### src/hdl/tfst_pkg.sv
`timescale 1ns / 1ps

package tfst_pkg;

  // Fixed field widths of the command and result words
  localparam int TASK_ID_W     = 4;
  localparam int DUR_PORT_W    = 8;
  localparam int CODE_W        = 3;
  localparam int WAIT_MAX_W    = 11;
  localparam int WAIT_MAX_LIMIT = 2047;

  // Command opcodes
  localparam logic OP_SCHEDULE = 1'b0;
  localparam logic OP_RUN      = 1'b1;

  // Result codes
  typedef enum logic [CODE_W-1:0] {
    RC_SCHEDULED  = 3'd0,
    RC_NOT_IDLE   = 3'd1,
    RC_FULL       = 3'd2,
    RC_EMPTY      = 3'd3,
    RC_DISPATCHED = 3'd4,
    RC_BAD_ID     = 3'd5
  } tfst_rc_e;

  // Per-task status
  typedef enum logic [1:0] {
    TS_IDLE   = 2'd0,
    TS_QUEUED = 2'd1,
    TS_DONE   = 2'd2
  } tfst_status_e;

  // Controller states
  typedef enum logic {
    FSM_IDLE = 1'b0,
    FSM_EXEC = 1'b1
  } tfst_fsm_e;

  // Status table access from the controller
  typedef struct packed {
    logic                 rd_en;
    logic [TASK_ID_W-1:0] rd_id;
    logic                 wr_en;
    logic [TASK_ID_W-1:0] wr_id;
    tfst_status_e         wr_status;
  } tfst_stat_req_t;

endpackage

### src/hdl/tfst_slot_ram.sv
`timescale 1ns / 1ps

module tfst_slot_ram #(
  parameter int DEPTH = 5,
  parameter int WIDTH = 12,
  parameter int AW    = 3
) (
  input  logic             clk_i,
  input  logic             we_i,
  input  logic [AW-1:0]    waddr_i,
  input  logic [WIDTH-1:0] wdata_i,
  input  logic             re_i,
  input  logic [AW-1:0]    raddr_i,
  output logic [WIDTH-1:0] rdata_o
);

  logic [WIDTH-1:0] mem [DEPTH];
  logic [WIDTH-1:0] rdata_q;

  // Single write port
  always_ff @(posedge clk_i) begin
    if (we_i) begin
      mem[waddr_i] <= wdata_i;
    end
  end

  // Registered read port
  always_ff @(posedge clk_i) begin
    if (re_i) begin
      rdata_q <= mem[raddr_i];
    end
  end

  assign rdata_o = rdata_q;

endmodule

### src/hdl/tfst_status_table.sv
`timescale 1ns / 1ps

module tfst_status_table #(
  parameter int NUM_TASKS = 10
) (
  input  logic                   clk_i,
  input  logic                   rst_ni,
  input  tfst_pkg::tfst_stat_req_t req_i,
  output tfst_pkg::tfst_status_e rd_status_o
);

  localparam int AW = (NUM_TASKS > 1) ? $clog2(NUM_TASKS) : 1;
  localparam int CmpW = tfst_pkg::TASK_ID_W + 1;

  tfst_pkg::tfst_status_e mem [NUM_TASKS];
  logic [NUM_TASKS-1:0]   valid_q;
  tfst_pkg::tfst_status_e rd_status_q;

  logic [AW-1:0] rd_idx;
  logic [AW-1:0] wr_idx;
  logic          rd_in_range;
  logic          wr_in_range;

  assign rd_idx      = req_i.rd_id[AW-1:0];
  assign wr_idx      = req_i.wr_id[AW-1:0];
  assign rd_in_range = CmpW'(req_i.rd_id) < CmpW'(NUM_TASKS);
  assign wr_in_range = CmpW'(req_i.wr_id) < CmpW'(NUM_TASKS);

  // Status storage
  always_ff @(posedge clk_i) begin
    if (req_i.wr_en && wr_in_range) begin
      mem[wr_idx] <= req_i.wr_status;
    end
  end

  // Valid bits: an entry never written reads as idle
  always_ff @(posedge clk_i or negedge rst_ni) begin
    if (!rst_ni) begin
      valid_q <= '0;
    end else if (req_i.wr_en && wr_in_range) begin
      valid_q[wr_idx] <= 1'b1;
    end
  end

  // Registered read
  always_ff @(posedge clk_i) begin
    if (req_i.rd_en) begin
      if (rd_in_range && valid_q[rd_idx]) begin
        rd_status_q <= mem[rd_idx];
      end else begin
        rd_status_q <= tfst_pkg::TS_IDLE;
      end
    end
  end

  assign rd_status_o = rd_status_q;

endmodule

### src/hdl/task_fifo_with_status_table.sv
`timescale 1ns / 1ps

// Task queue with per-task status. A word is taken when start_i is high and
// busy_o is low. In the accept cycle the status table and the slot memory
// are read (both reads are registered), and in the following cycle, with
// busy_o high, the controller decides the outcome and writes back the slot,
// pointers, running duration sum and task status. The outcome is registered
// onto the result ports with done_o high for one cycle; the receiver cannot
// stall it, and a new word may be accepted in that same cycle. No new word is
// taken while busy_o is high. The status table resets to idle at once through
// per-entry valid bits; no clearing pass is needed.
module task_fifo_with_status_table #(
  parameter int QUEUE_DEPTH   = 5,
  parameter int NUM_TASKS     = 10,
  parameter int DURATION_BITS = 8
) (
  input  logic                                clk_i,
  input  logic                                rst_ni,
  input  logic                                start_i,
  output logic                                busy_o,
  input  logic                                op_i,
  input  logic [tfst_pkg::TASK_ID_W-1:0]      task_id_i,
  input  logic [tfst_pkg::DUR_PORT_W-1:0]     task_duration_i,
  output logic                                done_o,
  output logic [tfst_pkg::CODE_W-1:0]         result_code_o,
  output logic [tfst_pkg::TASK_ID_W-1:0]      run_id_o,
  output logic [tfst_pkg::DUR_PORT_W-1:0]     run_duration_o,
  output logic [tfst_pkg::DUR_PORT_W-1:0]     wait_min_o,
  output logic [tfst_pkg::WAIT_MAX_W-1:0]     wait_max_o
);

  localparam int IdW   = tfst_pkg::TASK_ID_W;
  localparam int DpW   = tfst_pkg::DUR_PORT_W;
  localparam int WmW   = tfst_pkg::WAIT_MAX_W;
  localparam int PtrW  = (QUEUE_DEPTH > 1) ? $clog2(QUEUE_DEPTH) : 1;
  localparam int OccW  = $clog2(QUEUE_DEPTH + 1);
  localparam int TotW  = DURATION_BITS + $clog2(QUEUE_DEPTH);
  localparam int SlotW = IdW + DURATION_BITS;
  localparam int CmpW  = IdW + 1;

  tfst_pkg::tfst_fsm_e state_q, state_d;

  // Latched command word
  logic                     op_q;
  logic [IdW-1:0]           id_q;
  logic [DURATION_BITS-1:0] dur_q;

  // Queue bookkeeping
  logic [PtrW-1:0] head_q, head_d;
  logic [PtrW-1:0] tail_q, tail_d;
  logic [OccW-1:0] occ_q, occ_d;
  logic [TotW-1:0] total_q, total_d;

  // Result register
  logic                 done_q, done_d;
  tfst_pkg::tfst_rc_e   code_q, code_d;
  logic [IdW-1:0]       run_id_q, run_id_d;
  logic [DpW-1:0]       run_dur_q, run_dur_d;
  logic [DpW-1:0]       wmin_q, wmin_d;
  logic [WmW-1:0]       wmax_q, wmax_d;

  logic accept;
  logic exec;

  // Memory interfaces
  logic                     slot_we;
  logic [SlotW-1:0]         slot_wdata;
  logic [SlotW-1:0]         slot_rdata;
  logic [IdW-1:0]           slot_id;
  logic [DURATION_BITS-1:0] slot_dur;
  tfst_pkg::tfst_stat_req_t stat_req;
  tfst_pkg::tfst_status_e   stat_rd;

  // Width adaptation between the 8-bit ports and DURATION_BITS storage
  logic [DURATION_BITS+DpW-1:0] dur_in_ext;
  logic [DURATION_BITS+DpW-1:0] slot_dur_ext;
  logic [TotW+WmW-1:0]          total_ext;
  logic [DpW-1:0]               slot_dur_port;
  logic [WmW-1:0]               total_sat;

  assign dur_in_ext    = {{DURATION_BITS{1'b0}}, task_duration_i};
  assign slot_dur_ext  = {{DpW{1'b0}}, slot_dur};
  assign slot_dur_port = slot_dur_ext[DpW-1:0];
  assign total_ext     = {{WmW{1'b0}}, total_q};
  assign total_sat     = (total_ext > (TotW+WmW)'(tfst_pkg::WAIT_MAX_LIMIT))
                         ? WmW'(tfst_pkg::WAIT_MAX_LIMIT) : total_ext[WmW-1:0];

  assign {slot_id, slot_dur} = slot_rdata;

  assign accept = start_i && !busy_o;
  assign exec   = (state_q == tfst_pkg::FSM_EXEC);

  // Next state
  always_comb begin
    state_d = state_q;
    case (state_q)
      tfst_pkg::FSM_IDLE: begin
        if (start_i) state_d = tfst_pkg::FSM_EXEC;
      end
      tfst_pkg::FSM_EXEC: state_d = tfst_pkg::FSM_IDLE;
      default:            state_d = tfst_pkg::FSM_IDLE;
    endcase
  end

  // State outputs
  always_comb begin
    case (state_q)
      tfst_pkg::FSM_EXEC: busy_o = 1'b1;
      default:            busy_o = 1'b0;
    endcase
  end

  // Decide and write back
  always_comb begin
    head_d     = head_q;
    tail_d     = tail_q;
    occ_d      = occ_q;
    total_d    = total_q;
    done_d     = exec;
    code_d     = code_q;
    run_id_d   = run_id_q;
    run_dur_d  = run_dur_q;
    wmin_d     = wmin_q;
    wmax_d     = wmax_q;
    slot_we    = 1'b0;
    slot_wdata = {id_q, dur_q};

    stat_req.rd_en     = accept;
    stat_req.rd_id     = task_id_i;
    stat_req.wr_en     = 1'b0;
    stat_req.wr_id     = id_q;
    stat_req.wr_status = tfst_pkg::TS_QUEUED;

    if (exec) begin
      run_id_d  = '0;
      run_dur_d = '0;
      wmin_d    = '0;
      wmax_d    = '0;
      if (op_q == tfst_pkg::OP_SCHEDULE) begin
        if (CmpW'(id_q) >= CmpW'(NUM_TASKS)) begin
          code_d = tfst_pkg::RC_BAD_ID;
        end else if (stat_rd != tfst_pkg::TS_IDLE) begin
          code_d = tfst_pkg::RC_NOT_IDLE;
        end else if (occ_q == OccW'(QUEUE_DEPTH)) begin
          code_d = tfst_pkg::RC_FULL;
          wmin_d = slot_dur_port;
          wmax_d = total_sat;
        end else begin
          code_d         = tfst_pkg::RC_SCHEDULED;
          slot_we        = 1'b1;
          tail_d         = (tail_q == PtrW'(QUEUE_DEPTH - 1)) ? '0 : tail_q + PtrW'(1);
          occ_d          = occ_q + OccW'(1);
          total_d        = total_q + TotW'(dur_q);
          stat_req.wr_en = 1'b1;
        end
      end else begin
        if (occ_q == '0) begin
          code_d = tfst_pkg::RC_EMPTY;
        end else begin
          code_d             = tfst_pkg::RC_DISPATCHED;
          run_id_d           = slot_id;
          run_dur_d          = slot_dur_port;
          head_d             = (head_q == PtrW'(QUEUE_DEPTH - 1)) ? '0 : head_q + PtrW'(1);
          occ_d              = occ_q - OccW'(1);
          total_d            = total_q - TotW'(slot_dur);
          stat_req.wr_en     = 1'b1;
          stat_req.wr_id     = slot_id;
          stat_req.wr_status = tfst_pkg::TS_DONE;
        end
      end
    end
  end

  // Control registers
  always_ff @(posedge clk_i or negedge rst_ni) begin
    if (!rst_ni) begin
      state_q <= tfst_pkg::FSM_IDLE;
      head_q  <= '0;
      tail_q  <= '0;
      occ_q   <= '0;
      total_q <= '0;
      done_q  <= 1'b0;
    end else begin
      state_q <= state_d;
      head_q  <= head_d;
      tail_q  <= tail_d;
      occ_q   <= occ_d;
      total_q <= total_d;
      done_q  <= done_d;
    end
  end

  // Payload registers
  always_ff @(posedge clk_i) begin
    if (accept) begin
      op_q  <= op_i;
      id_q  <= task_id_i;
      dur_q <= dur_in_ext[DURATION_BITS-1:0];
    end
    code_q    <= code_d;
    run_id_q  <= run_id_d;
    run_dur_q <= run_dur_d;
    wmin_q    <= wmin_d;
    wmax_q    <= wmax_d;
  end

  // Head slot is read at accept; head only moves in the execute cycle
  tfst_slot_ram #(
    .DEPTH (QUEUE_DEPTH),
    .WIDTH (SlotW),
    .AW    (PtrW)
  ) u_slot_ram (
    .clk_i   (clk_i),
    .we_i    (slot_we),
    .waddr_i (tail_q),
    .wdata_i (slot_wdata),
    .re_i    (accept),
    .raddr_i (head_q),
    .rdata_o (slot_rdata)
  );

  tfst_status_table #(
    .NUM_TASKS (NUM_TASKS)
  ) u_status_table (
    .clk_i       (clk_i),
    .rst_ni      (rst_ni),
    .req_i       (stat_req),
    .rd_status_o (stat_rd)
  );

  assign done_o         = done_q;
  assign result_code_o  = code_q;
  assign run_id_o       = run_id_q;
  assign run_duration_o = run_dur_q;
  assign wait_min_o     = wmin_q;
  assign wait_max_o     = wmax_q;

endmodule

### config.mk
export PLATFORM = sky130hd
export DESIGN_NAME = task_fifo_with_status_table
export DESIGN_NICKNAME = d
export VERILOG_FILES = /design/src/hdl/tfst_pkg.sv /design/src/hdl/tfst_slot_ram.sv /design/src/hdl/tfst_status_table.sv /design/src/hdl/task_fifo_with_status_table.sv
export SDC_FILE = /design/constraint.sdc
export NUM_CORES = 1
export LEC_CHECK = 0
export BUFFER_PORTS_ARGS = -buffer_cell sky130_fd_sc_hd__buf_2
export CAP_MARGIN = 20
export CELL_PAD_IN_SITES_DETAIL_PLACEMENT = 2
export CELL_PAD_IN_SITES_GLOBAL_PLACEMENT = 2
export CORE_UTILIZATION = 25
export CTS_CLUSTER_SIZE = 40
export DETAILED_ROUTE_END_ITERATION = 10
export GPL_TIMING_DRIVEN = 0
export PLACE_DENSITY_LB_ADDON = 0.1
export SETUP_SLACK_MARGIN = 0.2
export SLEW_MARGIN = 25
export SYNTH_ARGS = -nofsm -noshare
export SYNTH_HDL_FRONTEND = slang
export SYNTH_HIERARCHICAL = 1
export SYNTH_SLANG_ARGS = --single-unit
export TNS_END_PERCENT = 100
### constraint.sdc
create_clock -name clk_i -period 2.95 [get_ports clk_i]
set_input_delay 0.4425 -clock clk_i [delete_from_list [all_inputs] [get_ports clk_i]]
set_output_delay 0.4425 -clock clk_i [all_outputs]
set_load 0.005 [all_outputs]
# Yosys cells after proc, flatten, opt, wreduce, memory -nomap -nowiden
# Memories as Yosys holds them, arrays and structs flattened. A register that Yosys moved wholly into a read port is not among the register bits.
# Index checks and enable logic that the tools add are counted.
[word_totals]
n_memories = 2
inputBits = 16
register_bits = 79
elab_cells = 95
output_inout_bits = 36
ramBits = 80
[op_classes]
order_cmp = 7
muxes = 38
n_reduce_logical = 13
n_bitwise = 7
addsub = 6
eq_ne = 7
[mem_list]
columns = ["name", "depth", "word_bits", "rd", "rd_ports_with_merged_regs", "write_ports", "line_no", "rtl"]
rows = [
  ["u_slot_ram.mem", 5, 12, 1, 1, 1, "tfst_slot_ram.sv:17", "logic [WIDTH-1:0] mem [DEPTH];"],
  ["u_status_table.mem", 10, 2, 1, 1, 1, "tfst_status_table.sv:15", "tfst_pkg::tfst_status_e mem [NUM_TASKS];"],
]
[ops]
columns = ["op", "n"]
rows = [
  ["$mux 11", 6],
  ["$mux 3", 10],
  ["$mux 1", 14],
  ["$mux 7", 2],
  ["$add 11x8->11", 1],
  ["$gt 11x11->1 const B", 1],
  ["$sub 11x8->11", 1],
  ["$lt 4x5->1 const B", 2],
  ["$or 10x10->10", 1],
  ["$reduce_and 5->1", 2],
  ["$add 3x1->3 const B", 3],
  ["$eq 3x3->1 const B", 3],
  ["$lt 4x4->1 const B", 2],
  ["$ne 2x2->1 const B", 4],
  ["$mux 6", 1],
  ["$not 1->1", 6],
  ["$bmux 1 s4", 1],
  ["$demux 1 s4", 1],
  ["$ge 4x1->1 const B", 1],
  ["$ge 4x4->1 const B", 1],
  ["$logic_and 1x1->1", 4],
  ["$mux 2", 2],
  ["$reduce_or 4->1", 1],
  ["$logic_not 3->1", 1],
  ["6 further kinds", 7],
]

# Longest topological paths before layout
[depth]
depth_word = 11
depth_mapped = 14
depth_no_buf = 14

# Hierarchy
# The synthesis kept the hierarchy.
[by_module_without_submodules]
columns = ["mod", "seq_area_each_um2", "cells_each", "area_per_inst_um2", "n_inst"]
rows = [
  ["task_fifo_with_status_table", 1961.9, 279, 3326.9, 1],
  ["tfst_slot_ram", 2162.1, 149, 2871.5, 1],
  ["tfst_status_table", 910.9, 81, 1326.3, 1],
]

# Worst setup path before layout
# No wires, ideal clock.
[synth_path]
path_kind = "flip-flop to flip-flop"
start = "reg state_q (netlist: done_d)"
end = "mem u_slot_ram.mem[0][0], enable pin"
arrival_time_ps = 2768
required_ps = 2551
n_path_buf = 0
stages_incl_launch_ff = 5
synth_period_minus_slack_ps = 3167
setup_time_ps = 399
setup_slack_ps = -217
path_cell_list = "dfrtp_1 -> nand4_1 -> inv_1 -> nor2b_1 -> nor3b_1"
[synth_between]
elab_chain_len = 3
[synth_rtl]
columns = ["element", "line_no", "rtl"]
rows = [
  ["start, declared", "task_fifo_with_status_table.sv:41", "tfst_pkg::tfst_fsm_e state_q, state_d;"],
  ["start signal, assigned", "task_fifo_with_status_table.sv:177", "state_q <= tfst_pkg::FSM_IDLE;"],
  ["start signal, assigned", "task_fifo_with_status_table.sv:184", "state_q <= state_d;"],
  ["$mux 1", "task_fifo_with_status_table.sv:134", "if (exec) begin"],
  ["named net slot_we", "task_fifo_with_status_table.sv:66", "logic slot_we;"],
  ["$mux 1", "tfst_slot_ram.sv:22", "if (we_i) begin"],
  ["$mux 1 (implied by the code)", "tfst_slot_ram.sv:23", "mem[waddr_i] <= wdata_i;"],
  ["end, declared", "tfst_slot_ram.sv:17", ""],
]
# The timed path passes the listed nets, and every way through them passes these cells.

# Worst setup path in the final report
[layout_path]
start = "reg dur_q[0]"
end = "reg total_q[10]"
[layout_between]
elab_chain_len = 5
[layout_rtl]
columns = ["element", "line_no", "rtl"]
rows = [
  ["start, declared", "task_fifo_with_status_table.sv:46", "logic [DURATION_BITS-1:0] dur_q;"],
  ["start signal, assigned", "task_fifo_with_status_table.sv:198", "dur_q <= dur_in_ext[DURATION_BITS-1:0];"],
  ["$add 11x8->11", "task_fifo_with_status_table.sv:153", "total_d = total_q + TotW'(dur_q);"],
  ["$mux 11", "task_fifo_with_status_table.sv:144", "end else if (occ_q == OccW'(QUEUE_DEPTH)) begin"],
  ["$mux 11", "task_fifo_with_status_table.sv:142", "end else if (stat_rd != tfst_pkg::TS_IDLE) begin"],
  ["$mux 11", "task_fifo_with_status_table.sv:140", "if (CmpW'(id_q) >= CmpW'(NUM_TASKS)) begin"],
  ["$mux 11", "task_fifo_with_status_table.sv:139", "if (op_q == tfst_pkg::OP_SCHEDULE) begin"],
  ["end signal, assigned", "task_fifo_with_status_table.sv:188", "total_q <= total_d;"],
  ["end, declared", "task_fifo_with_status_table.sv:52", "logic [TotW-1:0] total_q, total_d;"],
]
# Every way passes these cells. The select of a mux whose other input is x is not followed.
# A chain may end at the register's enable or synchronous reset.

==> results.py <==
metrics = {
    "critical_path": {
        "path_buf_inv": 2,
        "reg2reg_to": "total_q[10]$_DFFE_PN0P_",
        "worst_ep_required_time_ns": 3.30,
        "cp_slowest_cell": "edfxtp_1",
        "cp.arrival_ns": 3.15,
        "r2r_start": "dur_q[0]$_DFFE_PP_",
        "r2r_slack_ns": 0.15,
        "r2r_cells": 14,
        "cp-startpoint": "dur_q[0]$_DFFE_PP_",
        "critical_path.max_stage_delay_ns": 0.47,
        "cp-end-kind": "flip-flop",
        "criticalPathCategory": "flip-flop to flip-flop",
        "start_kind": "flip-flop",
        "cp.depth": 14,
        "crit_fanout": 3,
        "crit_chain": "inv_2, ha_4, inv_2, or3_4, xnor2_2, nor2_1, a21oi_2, ha_4, nand3_1, nand3b_1, a31oi_4, o311a_1, mux2i_1, xnor2_1",
        "path_delay_family": "simple AND/OR/NAND/NOR gates",
    },
    "synth": {
        "synth.avg_cell_area_um2": 14.8,
        "yosys.cell_types.count": 57,
        "async_flop_share_pct": 18.5,
        "syn_nets": 542,
        "netlist_instances": 509,
        "synth-main-ff-cell": "edfxtp_1",
        "netlist_area_um2": 7520,
        "yosys_warnings": 6,
        "synth-edff-count": 141,
        "ys_seq_area_share_pct": 66.9,
        "synth_seq_cells": 173,
    },
    "route": {
        "drt_wl_total_um": 19900,
        "ant_nets": 0,
        "vias_per_cell": 4.43,
        "drc": 0,
        "drtPass1Iterations": 4,
        "num_vias": 4480,
        "drt-initial-drc-count": 134,
        "wl_per_cell_um": 19.7,
    },
    "pwr": {
        "power_density_nw_per_um2": 825,
        "ir_drop_uv": 317,
        "leakage_nw": 3.50,
        "p_int_mw": 5.21,
        "p_comb_share_pct": 27.7,
        "p_clk_share_pct": 29.4,
        "seqPwrFrac_pct": 42.9,
        "netSwitchingFraction_pct": 32.5,
        "switchingPower_mw": 2.51,
    },
    "timing": {
        "setup_violations": 0,
        "rsz0062_at_grt": "true",
        "finalHoldViolations": 0,
        "layout_setup_ws_ns": 0.154,
        "post-route-period-util_pct": 94.8,
        "tightestPinTransition_ns": 0.889,
        "fmax_mhz": 358,
        "maxSlewViolCount": 0,
        "finalCriticalPeriod_ns": 2.80,
        "slew_headroom_pct": 40.7,
        "fin_hold_ws_ns": 0.114,
        "finalClockSkew_ns": 0.0141,
    },
    "cells_and_area": {
        "area_growth_pct": 24.3,
        "fin_cells": 1011,
        "regArea_um2": 5040,
        "layout_common_cells": "edfxtp_1, buf_2, and2_1, dfrtp_1, nand2_1",
        "final_cell_area_um2": 9360,
        "multi_input_area_um2": 2450,
        "layout_commonest_cell": "edfxtp_1",
        "fillers": 3110,
        "final_nets": 641,
        "utilization_pct": 31.6,
        "layout-drive-gt1-share_pct": 33.3,
        "antenna_cells": 0,
    },
    "global_routing": {
        "grt_overflow": 0,
        "grt_pass1_wl_um": 30600,
        "antenna_found_initial": 0,
        "grt_pass1_vias": 5018,
        "grt_usage_pct": 13.7,
        "grt_max_degree": 33,
    },
    "status": {
        "status": "finished, final reports clean",
    },
    "job": {
        "cap_violations": 0,
    },
    "floorplan": {
        "fp-row-count": 63,
        "die_w_um": 175,
        "start_util_pct": 25.4,
        "die_area_um2": 30800,
        "io_pins": 52,
        "fp.coreArea_um2": 29600,
        "die_h_um": 175,
    },
    "clocking": {
        "cts_root_buf": "clkbuf_16",
        "cts_hold_buf": 0,
        "cts_tree": "yes",
        "cts.sinks": 173,
        "cts_buffers": 17,
        "ctsHtreeMaxLevel": 4,
        "insertion_delay_ns": 0.43,
        "cts.reportedPaths.clkPinSlew_ns": 0.08,
        "cts.path.max_buffers": 2,
    },
    "place": {
        "port_buffers": 51,
        "place_ws_ns": -0.522,
        "dpl.cell_count": 953,
        "place_congestion": 0.742,
        "hpwl_um": 13300,
        "dpl_cell_area_um2": 8340,
    },
    "worst_hold_path": {
        "hold_class": "primary input to asynchronous set/reset pin",
    },
}
==> worst reg2reg max path, delay by kind of cell, from the launching register on <==
kind                     cells  cell delay (ns)
buffers and inverters        2             0.17
XOR/XNOR                     2             0.28
AO/OA/AOI/OAI                3             0.58
AND/OR/NAND/NOR              4             0.59
multiplexers                 1             0.22
adder cells (fa/ha/maj)      2             0.39
flip-flops                   1             0.47
==> area by class of cell <==
cell class,instances,area share (%)
Tap cell,390,5.22
Timing Repair Buffer,80,5.52
Inverter,30,1.20
Buffer,16,1.60
Sequential cell,173,53.9
Clock inverter,15,1.86
Multi-Input combinational cell,290,26.2
Clock buffer,17,4.55
==> worst max path at each step <==
stage / end
after floorplan: total_q[10]$_DFFE_PN0P_
after global placement: u_slot_ram/mem[4][5]$_DFFE_PP_
after detailed placement: total_q[10]$_DFFE_PN0P_
after CTS: total_q[10]$_DFFE_PN0P_
after global routing: total_q[10]$_DFFE_PN0P_
final: total_q[10]$_DFFE_PN0P_
==> cells by family after synthesis <==
family | after synthesis | share of synthesized area, %
adders and majority gates | 17 | 3.03
buffers and inverters | 46 | 3.48
and+or+nand+nor | 149 | 11.1
muxes | 28 | 4.79
DFF | 173 | 66.9
xor gates and xnor gates | 16 | 1.86
AOI/OAI and AO/OA | 80 | 8.88
==> through the flow <==
step	power (mW)	setup TNS, ns
6_report	7.72	0
3_3_place_gp	5.20	-40.48
5_1_grt	8.17	-0.0407
3_5_place_dp	5.31	-7.23
4_1_cts	7.79	0
2_1_floorplan	4.64	0
==> synth_stat cells (3+ instances only) <==
| cell type | number | area, um^2 |
|---|---|---|
| nand3b_1 | 4 | 30.0 |
| a211oi_2 | 10 | 125 |
| and2b_1 | 5 | 37.5 |
| nor2_1 | 25 | 93.8 |
| or2_2 | 10 | 62.6 |
| mux2_2 | 5 | 56.3 |
| and2_1 | 32 | 200 |
| buf_6 | 4 | 45.0 |
| xor2_1 | 8 | 70.1 |
| nand2b_1 | 5 | 31.3 |
| mux4_1 | 3 | 78.8 |
| o21ai_0 | 15 | 75.1 |
| nor2b_1 | 12 | 75.1 |
| or3_1 | 3 | 18.8 |
| a221oi_2 | 12 | 180 |
| xnor2_1 | 8 | 70.1 |
| inv_1 | 29 | 109 |
| edfxtp_1 | 141 | 4230 |
| ha_1 | 15 | 188 |
| dfrtp_1 | 32 | 801 |
| clkbuf_1 | 3 | 11.3 |
| nor3_1 | 9 | 45.0 |
| a31oi_1 | 3 | 18.8 |
| buf_8 | 4 | 60.1 |
| nand2_1 | 30 | 113 |
| a211oi_1 | 7 | 52.6 |
| mux2i_1 | 18 | 180 |
| a21oi_1 | 12 | 60.1 |
| o21ai_1 | 9 | 45.0 |
==> routing by layer <==
| metal | wire (um) | global-route usage [%] | part of all wire, % |
|---|---|---|---|
| met5 | 0 | 0 | 0 |
| met4 | 228 | 4.42 | 1.1 |
| met3 | 404 | 2.58 | 2.0 |
| met2 | 10400 | 24.5 | 52 |
| met1 | 8840 | 16.7 | 44 |
==> repair_timing <==
| action | CTS | global route |
|---|---|---|
| endpoints found under the setup margin | 86 | 65 |
| pin swaps | 8 | 5 |
| gates resized for setup | 29 | 19 |
| setup buffers | 20 | 6 |
| endpoints found under the hold margin | 0 | 0 |
==> flip-flops by register name (all words and copies together), names as in the netlist <==
name / flops
u_slot_ram/mem: 60
op_q: 1
dur_q: 8
total_q: 11
u_status_table/valid_q: 10
wait_max_o: 11
done_o: 1
wait_min_o: 8
u_slot_ram/rdata_o: 12
run_id_o: 4
result_code_o: 3
occ_q: 3
run_duration_o: 8
head_q: 3
done_d: 1
tail_q: 3
id_q: 4
u_status_table/mem: 20
u_status_table/rd_status_o: 2
==> power by group through the flow <==
stage / Combinational [mW] / Clock (mW) / Sequential, mW
final: 2.14 / 2.27 / 3.31
after global routing: 2.37 / 2.43 / 3.37
after CTS: 2.11 / 2.36 / 3.32
after detailed placement: 1.93 / 0 / 3.38
after global placement: 1.86 / 0 / 3.35
after floorplan: 1.39 / 0 / 3.25
No activity file was read; power rests on OpenSTA's default activity.
